## src/design/io_port_decoder_macros.svh

```systemverilog
// assertion macros for the port decoder
`ifndef IO_PORT_DECODER_MACROS_SVH
`define IO_PORT_DECODER_MACROS_SVH

`ifndef NO_ASSERTIONS

// same-cycle implication, checked outside reset
`define IOPD_ASSERT_IMP(lbl, ante, cons) \
  lbl: assert property (@(posedge clk_i) disable iff (!rst_ni) (ante) |-> (cons)) \
    else $error("io_port_decoder: implication check failed");

// next-cycle implication, checked outside reset
`define IOPD_ASSERT_NXT(lbl, ante, cons) \
  lbl: assert property (@(posedge clk_i) disable iff (!rst_ni) (ante) |=> (cons)) \
    else $error("io_port_decoder: sequence check failed");

`else

`define IOPD_ASSERT_IMP(lbl, ante, cons)
`define IOPD_ASSERT_NXT(lbl, ante, cons)

`endif

`endif

```

## src/design/iopd_pkg.sv

```systemverilog
// types and constants of the port decoder
package iopd_pkg;

  // access kind
  localparam logic OpRead  = 1'b0;
  localparam logic OpWrite = 1'b1;

  // configuration register indexes
  localparam int unsigned CfgIdxW = 3;
  localparam logic [CfgIdxW-1:0] CfgEnable0 = 3'd0;
  localparam logic [CfgIdxW-1:0] CfgEnable1 = 3'd1;
  localparam logic [CfgIdxW-1:0] CfgEnable2 = 3'd2;
  localparam logic [CfgIdxW-1:0] CfgEnable3 = 3'd3;
  localparam logic [CfgIdxW-1:0] CfgNmiOn   = 3'd4;
  localparam logic [CfgIdxW-1:0] CfgNmiOff  = 3'd5;

  // configuration reset values
  localparam logic [7:0] Enable0Rst = 8'hFF;
  localparam logic [7:0] Enable1Rst = 8'hFF;
  localparam logic [7:0] Enable2Rst = 8'hFF;
  localparam logic [3:0] Enable3Rst = 4'hF;
  localparam logic [7:0] NmiOnRst   = 8'h3F;
  localparam logic [7:0] NmiOffRst  = 8'hBF;

  // sound chip address masks
  localparam logic [15:0] SndMask    = 16'hC007;
  localparam logic [15:0] SndRegPort = 16'hC005;
  localparam logic [15:0] SndDatPort = 16'h8005;

  // target codes
  localparam logic [5:0] TgtVideo     = 6'd0;
  localparam logic [5:0] TgtI2cSda    = 6'd1;
  localparam logic [5:0] TgtI2cScl    = 6'd2;
  localparam logic [5:0] TgtLayer2    = 6'd3;
  localparam logic [5:0] TgtUartTx    = 6'd4;
  localparam logic [5:0] TgtUartRx    = 6'd5;
  localparam logic [5:0] TgtUartSel   = 6'd6;
  localparam logic [5:0] TgtUartFrame = 6'd7;
  localparam logic [5:0] TgtPage3     = 6'd8;
  localparam logic [5:0] TgtRegSel    = 6'd9;
  localparam logic [5:0] TgtRegData   = 6'd10;
  localparam logic [5:0] TgtPage128   = 6'd11;
  localparam logic [5:0] TgtBankExt   = 6'd12;
  localparam logic [5:0] TgtMouseX    = 6'd13;
  localparam logic [5:0] TgtMouseY    = 6'd14;
  localparam logic [5:0] TgtMouseBtn  = 6'd15;
  localparam logic [5:0] TgtSndReg    = 6'd16;
  localparam logic [5:0] TgtSndData   = 6'd17;
  localparam logic [5:0] TgtNmiOn     = 6'd18;
  localparam logic [5:0] TgtNmiOff    = 6'd19;
  localparam logic [5:0] TgtDma       = 6'd20;
  localparam logic [5:0] TgtJoy1      = 6'd21;
  localparam logic [5:0] TgtJoy2      = 6'd22;
  localparam logic [5:0] TgtSdCtrl    = 6'd23;
  localparam logic [5:0] TgtSpiCs     = 6'd24;
  localparam logic [5:0] TgtSpiData   = 6'd25;
  localparam logic [5:0] TgtVidMode   = 6'd26;
  localparam logic [5:0] TgtDac       = 6'd27;
  localparam logic [5:0] TgtSprSlot   = 6'd28;
  localparam logic [5:0] TgtSprAttr   = 6'd29;
  localparam logic [5:0] TgtSprPat    = 6'd30;
  localparam logic [5:0] TgtFloat     = 6'd31;
  localparam logic [5:0] TgtDrop      = 6'd32;
  localparam logic [5:0] TgtUnhandled = 6'd33;

  // one bus access
  typedef struct packed {
    logic        operation;
    logic [15:0] port_address;
    logic [7:0]  write_data;
  } iopd_req_t;

  // one decode result
  typedef struct packed {
    logic [5:0] target;
    logic [3:0] dac_channels;
    logic [1:0] contention_class;
    logic [7:0] forward_data;
    logic       floating_bus;
  } iopd_rsp_t;

endpackage

```

## src/design/io_port_decoder.sv

```systemverilog
// port decoder top level: access register, priority decode, result register
//
//   channel   ports                                   direction  transfer when
//   request   start_i, busy_o, req_i                  in         start_i & !busy_o
//   result    done_o, rsp_o                           out        done_o (one cycle)
//   config    cfg_we_i, cfg_idx_i, cfg_wdata_i        in         cfg_we_i
//
// one access per cycle; each transfer passes the access register, then is
// decoded into the result register
// busy_o stays low, the decode has no shared unit to wait for
// the receiver cannot stall: each result is shown for exactly one cycle
// reset restores the enable groups to all ones and the movable nmi ports
// to their default low bytes, and clears both valid flags

`include "io_port_decoder_macros.svh"

module io_port_decoder import iopd_pkg::*; (
  input  logic               clk_i,
  input  logic               rst_ni,
  input  logic               start_i,
  output logic               busy_o,
  input  iopd_req_t          req_i,
  output logic               done_o,
  output iopd_rsp_t          rsp_o,
  input  logic               cfg_we_i,
  input  logic [CfgIdxW-1:0] cfg_idx_i,
  input  logic [7:0]         cfg_wdata_i
);

  // configuration registers
  logic [7:0] en0_q, en1_q, en2_q, nmi_on_q, nmi_off_q;
  logic [3:0] en3_q;

  // pipeline registers
  logic      req_vld_q;
  iopd_req_t req_q;
  logic      done_q;
  iopd_rsp_t rsp_q;
  iopd_rsp_t rsp_d;

  // decode terms
  logic        wr;
  logic [15:0] addr;
  logic [7:0]  lo;
  logic [5:0]  tgt;
  logic [3:0]  ch;
  logic        exact_hit;
  logic        dac_en;

  // pick the device when enabled, else floating bus on reads, drop on writes
  function automatic logic [5:0] gate(input logic en, input logic [5:0] code,
                                      input logic is_wr);
    logic [5:0] res;
    if (en) begin
      res = code;
    end else if (is_wr) begin
      res = TgtDrop;
    end else begin
      res = TgtFloat;
    end
    return res;
  endfunction

  assign busy_o = 1'b0;

  // configuration writes, indexes past the list are ignored
  always_ff @(posedge clk_i or negedge rst_ni) begin
    if (!rst_ni) begin
      en0_q     <= Enable0Rst;
      en1_q     <= Enable1Rst;
      en2_q     <= Enable2Rst;
      en3_q     <= Enable3Rst;
      nmi_on_q  <= NmiOnRst;
      nmi_off_q <= NmiOffRst;
    end else if (cfg_we_i) begin
      case (cfg_idx_i)
        CfgEnable0: en0_q     <= cfg_wdata_i;
        CfgEnable1: en1_q     <= cfg_wdata_i;
        CfgEnable2: en2_q     <= cfg_wdata_i;
        CfgEnable3: en3_q     <= cfg_wdata_i[3:0];
        CfgNmiOn:   nmi_on_q  <= cfg_wdata_i;
        CfgNmiOff:  nmi_off_q <= cfg_wdata_i;
        default: ;
      endcase
    end
  end

  // access register: takes a transfer in every cycle
  always_ff @(posedge clk_i or negedge rst_ni) begin
    if (!rst_ni) begin
      req_vld_q <= 1'b0;
    end else begin
      req_vld_q <= start_i & ~busy_o;
    end
  end

  always_ff @(posedge clk_i) begin
    if (start_i && !busy_o) begin
      req_q <= req_i;
    end
  end

  assign wr   = (req_q.operation == OpWrite);
  assign addr = req_q.port_address;
  assign lo   = addr[7:0];

  // priority decode of one access
  always_comb begin
    tgt       = TgtFloat;
    ch        = '0;
    exact_hit = 1'b1;
    dac_en    = 1'b0;
    if (!addr[0]) begin
      // every even address belongs to the video chip
      tgt = TgtVideo;
    end else if (!wr) begin
      case (addr)
        16'h113B: tgt = gate(en1_q[2], TgtI2cSda,   1'b0);
        16'h123B: tgt = gate(en1_q[7], TgtLayer2,   1'b0);
        16'h133B: tgt = gate(en1_q[4], TgtUartTx,   1'b0);
        16'h143B: tgt = gate(en1_q[4], TgtUartRx,   1'b0);
        16'h153B: tgt = gate(en1_q[4], TgtUartSel,  1'b0);
        16'h163B: tgt = gate(en1_q[4], TgtUartFrame, 1'b0);
        16'h1FFD: tgt = gate(en0_q[3], TgtPage3,    1'b0);
        16'h243B: tgt = TgtRegSel;
        16'h253B: tgt = TgtRegData;
        16'h7FFD: tgt = gate(en0_q[1], TgtPage128,  1'b0);
        16'hDFFD: tgt = gate(en0_q[2], TgtBankExt,  1'b0);
        16'hFBDF: tgt = gate(en1_q[5], TgtMouseX,   1'b0);
        16'hFFDF: tgt = gate(en1_q[5], TgtMouseY,   1'b0);
        16'hFADF: tgt = gate(en1_q[5], TgtMouseBtn, 1'b0);
        default:  exact_hit = 1'b0;
      endcase
      if (!exact_hit) begin
        if ((addr & SndMask) == SndRegPort) begin
          tgt = gate(en2_q[0], TgtSndReg, 1'b0);
        end else if (lo == nmi_on_q) begin
          tgt = gate(en1_q[1], TgtNmiOn, 1'b0);
        end else if (lo == nmi_off_q) begin
          tgt = gate(en1_q[1], TgtNmiOff, 1'b0);
        end else begin
          case (lo)
            8'h0B:   tgt = gate(en3_q[1], TgtDma,     1'b0);
            8'h1F:   tgt = gate(en0_q[6], TgtJoy1,    1'b0);
            8'h37:   tgt = gate(en0_q[7], TgtJoy2,    1'b0);
            8'h6B:   tgt = gate(en0_q[5], TgtDma,     1'b0);
            8'hE3:   tgt = gate(en1_q[0], TgtSdCtrl,  1'b0);
            8'hE7:   tgt = gate(en1_q[3], TgtSpiCs,   1'b0);
            8'hEB:   tgt = gate(en1_q[3], TgtSpiData, 1'b0);
            8'hFF:   tgt = gate(en0_q[0], TgtVidMode, 1'b0);
            default: tgt = TgtFloat;
          endcase
        end
      end
    end else begin
      case (addr)
        16'h103B: tgt = gate(en1_q[2], TgtI2cScl,   1'b1);
        16'h113B: tgt = gate(en1_q[2], TgtI2cSda,   1'b1);
        16'h123B: tgt = gate(en1_q[7], TgtLayer2,   1'b1);
        16'h133B: tgt = gate(en1_q[4], TgtUartTx,   1'b1);
        16'h143B: tgt = gate(en1_q[4], TgtUartRx,   1'b1);
        16'h153B: tgt = gate(en1_q[4], TgtUartSel,  1'b1);
        16'h163B: tgt = gate(en1_q[4], TgtUartFrame, 1'b1);
        16'h1FFD: tgt = gate(en0_q[3], TgtPage3,    1'b1);
        16'h243B: tgt = TgtRegSel;
        16'h253B: tgt = TgtRegData;
        16'h303B: tgt = gate(en1_q[6], TgtSprSlot,  1'b1);
        16'h7FFD: tgt = gate(en0_q[1], TgtPage128,  1'b1);
        16'hDFFD: tgt = gate(en0_q[2], TgtBankExt,  1'b1);
        default:  exact_hit = 1'b0;
      endcase
      if (!exact_hit) begin
        // movable nmi ports only take part while the nmi unit is on
        if (en1_q[1] && lo == nmi_on_q) begin
          tgt = TgtNmiOn;
        end else if (en1_q[1] && lo == nmi_off_q) begin
          tgt = TgtNmiOff;
        end else if ((addr & SndMask) == SndRegPort) begin
          tgt = gate(en2_q[0], TgtSndReg, 1'b1);
        end else if ((addr & SndMask) == SndDatPort) begin
          tgt = gate(en2_q[0], TgtSndData, 1'b1);
        end else begin
          case (lo)
            8'h0B: tgt = gate(en3_q[1], TgtDma,     1'b1);
            8'h6B: tgt = gate(en0_q[5], TgtDma,     1'b1);
            8'hE3: tgt = gate(en1_q[0], TgtSdCtrl,  1'b1);
            8'hE7: tgt = gate(en1_q[3], TgtSpiCs,   1'b1);
            8'hEB: tgt = gate(en1_q[3], TgtSpiData, 1'b1);
            8'hFF: tgt = gate(en0_q[0], TgtVidMode, 1'b1);
            8'h0F: begin dac_en = en2_q[1] | en2_q[4]; ch = 4'h2; end
            8'h1F: begin dac_en = en2_q[1];            ch = 4'h1; end
            8'h3F: begin dac_en = en2_q[3];            ch = 4'h1; end
            8'h4F: begin dac_en = en2_q[1] | en2_q[4]; ch = 4'h4; end
            8'h5F: begin dac_en = en2_q[1] | en2_q[3]; ch = 4'h8; end
            8'hB3: begin dac_en = en2_q[6];            ch = 4'h6; end
            8'hDF: begin dac_en = en2_q[7];            ch = 4'h9; end
            8'hF1: begin dac_en = en2_q[2];            ch = 4'h1; end
            8'hF3: begin dac_en = en2_q[2];            ch = 4'h2; end
            8'hF9: begin dac_en = en2_q[2];            ch = 4'h4; end
            8'hFB: begin dac_en = en2_q[2] | en2_q[5]; ch = 4'h9; end
            8'h57: tgt = gate(en1_q[6], TgtSprAttr, 1'b1);
            8'h5B: tgt = gate(en1_q[6], TgtSprPat,  1'b1);
            default: tgt = TgtUnhandled;
          endcase
          // dac ports: the channel mask only shows on an enabled write
          if (ch != 4'h0) begin
            tgt = dac_en ? TgtDac : TgtDrop;
            if (!dac_en) begin
              ch = 4'h0;
            end
          end
        end
      end
    end
  end

  // result fields
  always_comb begin
    rsp_d.target       = tgt;
    rsp_d.dac_channels = ch;
    // contended range is high byte 0x40..0x7f
    if (addr[15:14] == 2'b01) begin
      rsp_d.contention_class = {1'b1, addr[0]};
    end else begin
      rsp_d.contention_class = {1'b0, ~addr[0]};
    end
    rsp_d.forward_data = (wr && tgt < TgtFloat) ? req_q.write_data : 8'h00;
    rsp_d.floating_bus = ~wr & (tgt == TgtFloat);
  end

  // result register: strobe for one cycle per access
  always_ff @(posedge clk_i or negedge rst_ni) begin
    if (!rst_ni) begin
      done_q <= 1'b0;
    end else begin
      done_q <= req_vld_q;
    end
  end

  always_ff @(posedge clk_i) begin
    if (req_vld_q) begin
      rsp_q <= rsp_d;
    end
  end

  assign done_o = done_q;
  assign rsp_o  = rsp_q;

  // every transfer yields one result, through the access and result registers
  `IOPD_ASSERT_NXT(a_result_follows, start_i && !busy_o, ##1 done_o)
  // floating bus only on a read that falls through to the floating target
  `IOPD_ASSERT_IMP(a_float_target, done_o && rsp_o.floating_bus, rsp_o.target == TgtFloat)
  // a channel mask only comes with a dac write
  `IOPD_ASSERT_IMP(a_dac_mask, done_o && rsp_o.dac_channels != 4'h0, rsp_o.target == TgtDac)
  // forwarded data only toward a real device
  `IOPD_ASSERT_IMP(a_fwd_device, done_o && rsp_o.forward_data != 8'h00,
                   rsp_o.target < TgtFloat)

endmodule
```

## config.mk

```make
export PLATFORM = sky130hd
export DESIGN_NAME = io_port_decoder
export DESIGN_NICKNAME = d
export VERILOG_FILES = /design/src/design/iopd_pkg.sv /design/src/design/io_port_decoder.sv
export VERILOG_INCLUDE_DIRS = /design/src /design/src/design
export SDC_FILE = /design/constraint.sdc
export NUM_CORES = 1
export LEC_CHECK = 0
export ABC_CLOCK_PERIOD_IN_PS = 2600
export BUFFER_PORTS_ARGS = -buffer_cell sky130_fd_sc_hd__buf_2
export CAP_MARGIN = 20
export CORE_ASPECT_RATIO = 0.8
export CORE_UTILIZATION = 35
export CTS_CLUSTER_SIZE = 28
export DETAILED_ROUTE_END_ITERATION = 6
export PLACE_DENSITY = 0.64
export SYNTH_ARGS = -nofsm -noshare
export SYNTH_HDL_FRONTEND = slang
export SYNTH_SLANG_ARGS = --single-unit
```

## constraint.sdc

```tcl
create_clock -name clk_i -period 2.6 [get_ports clk_i]
set_input_delay 0.13 -clock clk_i [delete_from_list [all_inputs] [get_ports clk_i]]
set_output_delay 0.13 -clock clk_i [all_outputs]
set_load 0.01 [all_outputs]
```

==> impl_metrics.tcl <==
set metrics [dict create \
    crit_family "simple AND/OR/NAND/NOR gates" \
    grt_max_degree 43 \
    dr.pass1.iters 5 \
    synth-seq-area-share 0.492 \
    status "complete, but fails checks" \
    clock_sinks 88 \
    synth_most_common_cell "edfxtp_1" \
    worstPathCellList "buf_4 -> nand4b_1 -> nor4_2 -> buf_4 -> and3_1 -> nor4_4 -> nor4bb_4 -> o221a_1 -> nor3b_2 -> and4_1" \
    critPathMaxFanout 4 \
    synth_edf_count 46 \
    cp_slowest_stage_delay_ns 0.44 \
    worst_r2r_endpoint "rsp_o[0]$_DFFE_PP_" \
    die-area_mm2 0.0149 \
    die_w_um 136 \
    slew_violations 0 \
    synth-seq-cells 88 \
    final_nets 684 \
    crit_type "reg2reg" \
    final_area_mm2 0.00704 \
    htree_levels 3 \
    path_buf_inv 2 \
    p_int_mw 2.91 \
    grt.overflow.total 0 \
    syn2layout_area_growth_pct 39.6 \
    wl_per_cell_um 18.1 \
    clock_latency_ns 0.35 \
    yosysTopAreaCell "edfxtp_1" \
    pwr-share-clk 0.311 \
    placed_cell_area_mm2 0.00613 \
    hold_path.class "in2reg" \
    cpMaxStageDelayCell "edfxtp_1" \
    min-delay-start "cfg_wdata_i[2]" \
    ios 63 \
    first_global_vias 4309 \
    worstPathRequired_ns 2.70 \
    drt_wl_total_mm 15.0 \
    fin_crit_ns 2.75 \
    antenna_found_initial 0 \
    core_mm2 0.0138 \
    drt_iter0_markers 319 \
    tritoncts "yes" \
    power_density_mw_per_mm2 578 \
    synth.top_cell.area_share 0.274 \
    comb_power_share 0.209 \
    min_to "en1_q[2]$_DFFE_PN1P_" \
    viasPerCell 5.32 \
    grt_pass1_wl_mm 23.3 \
    io_buffers 61 \
    syn_inst 460 \
    cts-root-buf "clkbuf_16" \
    pwr-share-seq 0.479 \
    max_slew_margin 0.361 \
    rows 38 \
    synthDistinctLibCells 80 \
    fin_util 0.511 \
    worst_pin_slew_ns 0.959 \
    final.setup.worst_slack_ns -0.152 \
    finClkSkew_ns 0.0103 \
    async_reset_ff_frac 0.477 \
    post-route-period-util 1.06 \
    clk_pin_slew_ns 0.07 \
    synth_area_per_cell_um2 11.0 \
    rsz0062_at_grt "true" \
    cap_violations 0 \
    post-place-ws_ns -0.224 \
    die_h_um 109 \
    fill_cells 1237 \
    drive_above_1_share 0.485 \
    dp_hpwl_mm 11.0 \
    violations "setup timing" \
    place.gp.congestion 0.970 \
    synthTopCellsByArea "edfxtp_1, dfstp_2, mux2_2" \
    initial_utilization 0.366 \
    ys_warn_count 0 \
    ys.flop_type "edfxtp_1" \
    cts_buffers 9 \
    reg2reg_depth 10 \
    total_power_mw 4.07 \
    holdPathStages 3 \
    r2r_slack_ns -0.15 \
    via_count 4408 \
    finalHoldViolations 0 \
    cpMostUsedCell "buf_4" \
    grtUsageTotal 0.209 \
    setup_viol 15 \
    p_sw_mw 1.16 \
    drc 0 \
    end_kind "register" \
    switching_share 0.285 \
    start_kind "register" \
    syn_nets 500 \
    synth_common_cells "edfxtp_1, mux2_2, dfstp_2, nand2_1, nor2_1" \
    fmax_mhz 363 \
    rr_startpoint "addr[5]$_DFFE_PP_" \
    ant_nets 0 \
    arrival_ns 2.86 \
    leakagePower_nw 2.85 \
    antenna_cells 0 \
    synth_area_mm2 0.00504 \
    irDropWorstVdd_mv 0.315 \
    cts_buffer_depth 2 \
]
layout by cell type, fill, tap and decap left out, drive strengths merged, types with 16 or more instances in the layout:
cell type	instances
and2	16
mux2	41
dlygate4sd3	26
edfxtp	46
dfstp	37
xnor2	18
buf	175
nand2	29
o21ai	20
nand4	17
nor2	26
nand3	19
power groups by stage:
stage	sequential (mW)	combinational [mW]	clock, mW
after floorplan	1.92	0.455	0
after global placement	1.97	0.723	0
after detailed placement	1.98	0.730	0
after CTS	1.95	0.800	1.30
after global routing	1.98	0.926	1.34
final	1.95	0.853	1.27
registers in the layout, indices dropped and copies added (netlist names), 7 cells and up:
signal and flops:
nmi_off_q 8, nmi_on_q 8, en0_q 7, rsp_o 21, en2_q 8, addr 16, en1_q 8, req_q 8
metal layers:
layer  track usage  part of all wire  vias up
li1              -                 -     2106
met1         0.286              0.46     2147
met2         0.327              0.47      138
met3        0.0438             0.049       17
met4        0.0770             0.018        0
met5             0                 0        -
kinds of logic after synthesis:
kind of cell,count (synthesis),share of synthesized area
muxes,44,0.0975
buffers and inverters,39,0.0365
xor gates and xnor gates,19,0.0330
other,1,0.000744
DFF,88,0.492
and+or+nand+nor,189,0.229
AOI/OAI and AO/OA,80,0.112
what timing repair did:
item                       4_1_cts  5_1_grt
setup endpoints to repair       16       18
hold buffers                    26        0
pin swaps                       10       30
gates resized for setup         16       27
hold endpoints to repair        30        0
setup buffers                    9       12
gates cloned                     0        1
tightest hold or removal path, delay by kind of cell:
kind	cells	cell delay, ns
buffers and inverters	1	0.14
AND/OR/NAND/NOR	1	0.06
AO/OA/AOI/OAI	1	0.07
layout make-up:
class	count	area, um2	share of cell area
multi-input combinational	333	2580	0.366
clock buffer	10	230	0.0327
tap	180	225	0.0320
inverter	10	37.5	0.00533
sequential	88	2480	0.352
timing repair buffer	202	1440	0.204
clock inverter	6	57.6	0.00817
metrics by stage:
stage / hold slack [ns] / setup TNS, ns / cells
2_1_floorplan: -0.166 / 0 / 460
3_3_place_gp: 0.291 / -1.25 / 766
3_5_place_dp: 0.308 / -1.30 / 766
4_1_cts: 0.0687 / -0.607 / 817
5_1_grt: 0.0914 / -2.94 / 829
6_report: 0.0715 / -0.928 / 829
worst max-delay path by stage:
stage	start	endpoint	slack, ns	depth (start not counted)
after detailed placement	addr[2]$_DFFE_PP_	rsp_o[0]$_DFFE_PP_	-0.22	10
final	addr[5]$_DFFE_PP_	rsp_o[0]$_DFFE_PP_	-0.15	10
after global routing	addr[5]$_DFFE_PP_	rsp_o[0]$_DFFE_PP_	-0.24	10
after global placement	addr[2]$_DFFE_PP_	rsp_o[0]$_DFFE_PP_	-0.27	10
after CTS	addr[7]$_DFFE_PP_	rsp_o[7]$_SDFFCE_PN0P_	-0.09	9
after floorplan	addr[5]$_DFFE_PP_	rsp_o[0]$_DFFE_PP_	0.02	9
(Power assumes the default switching activity.)
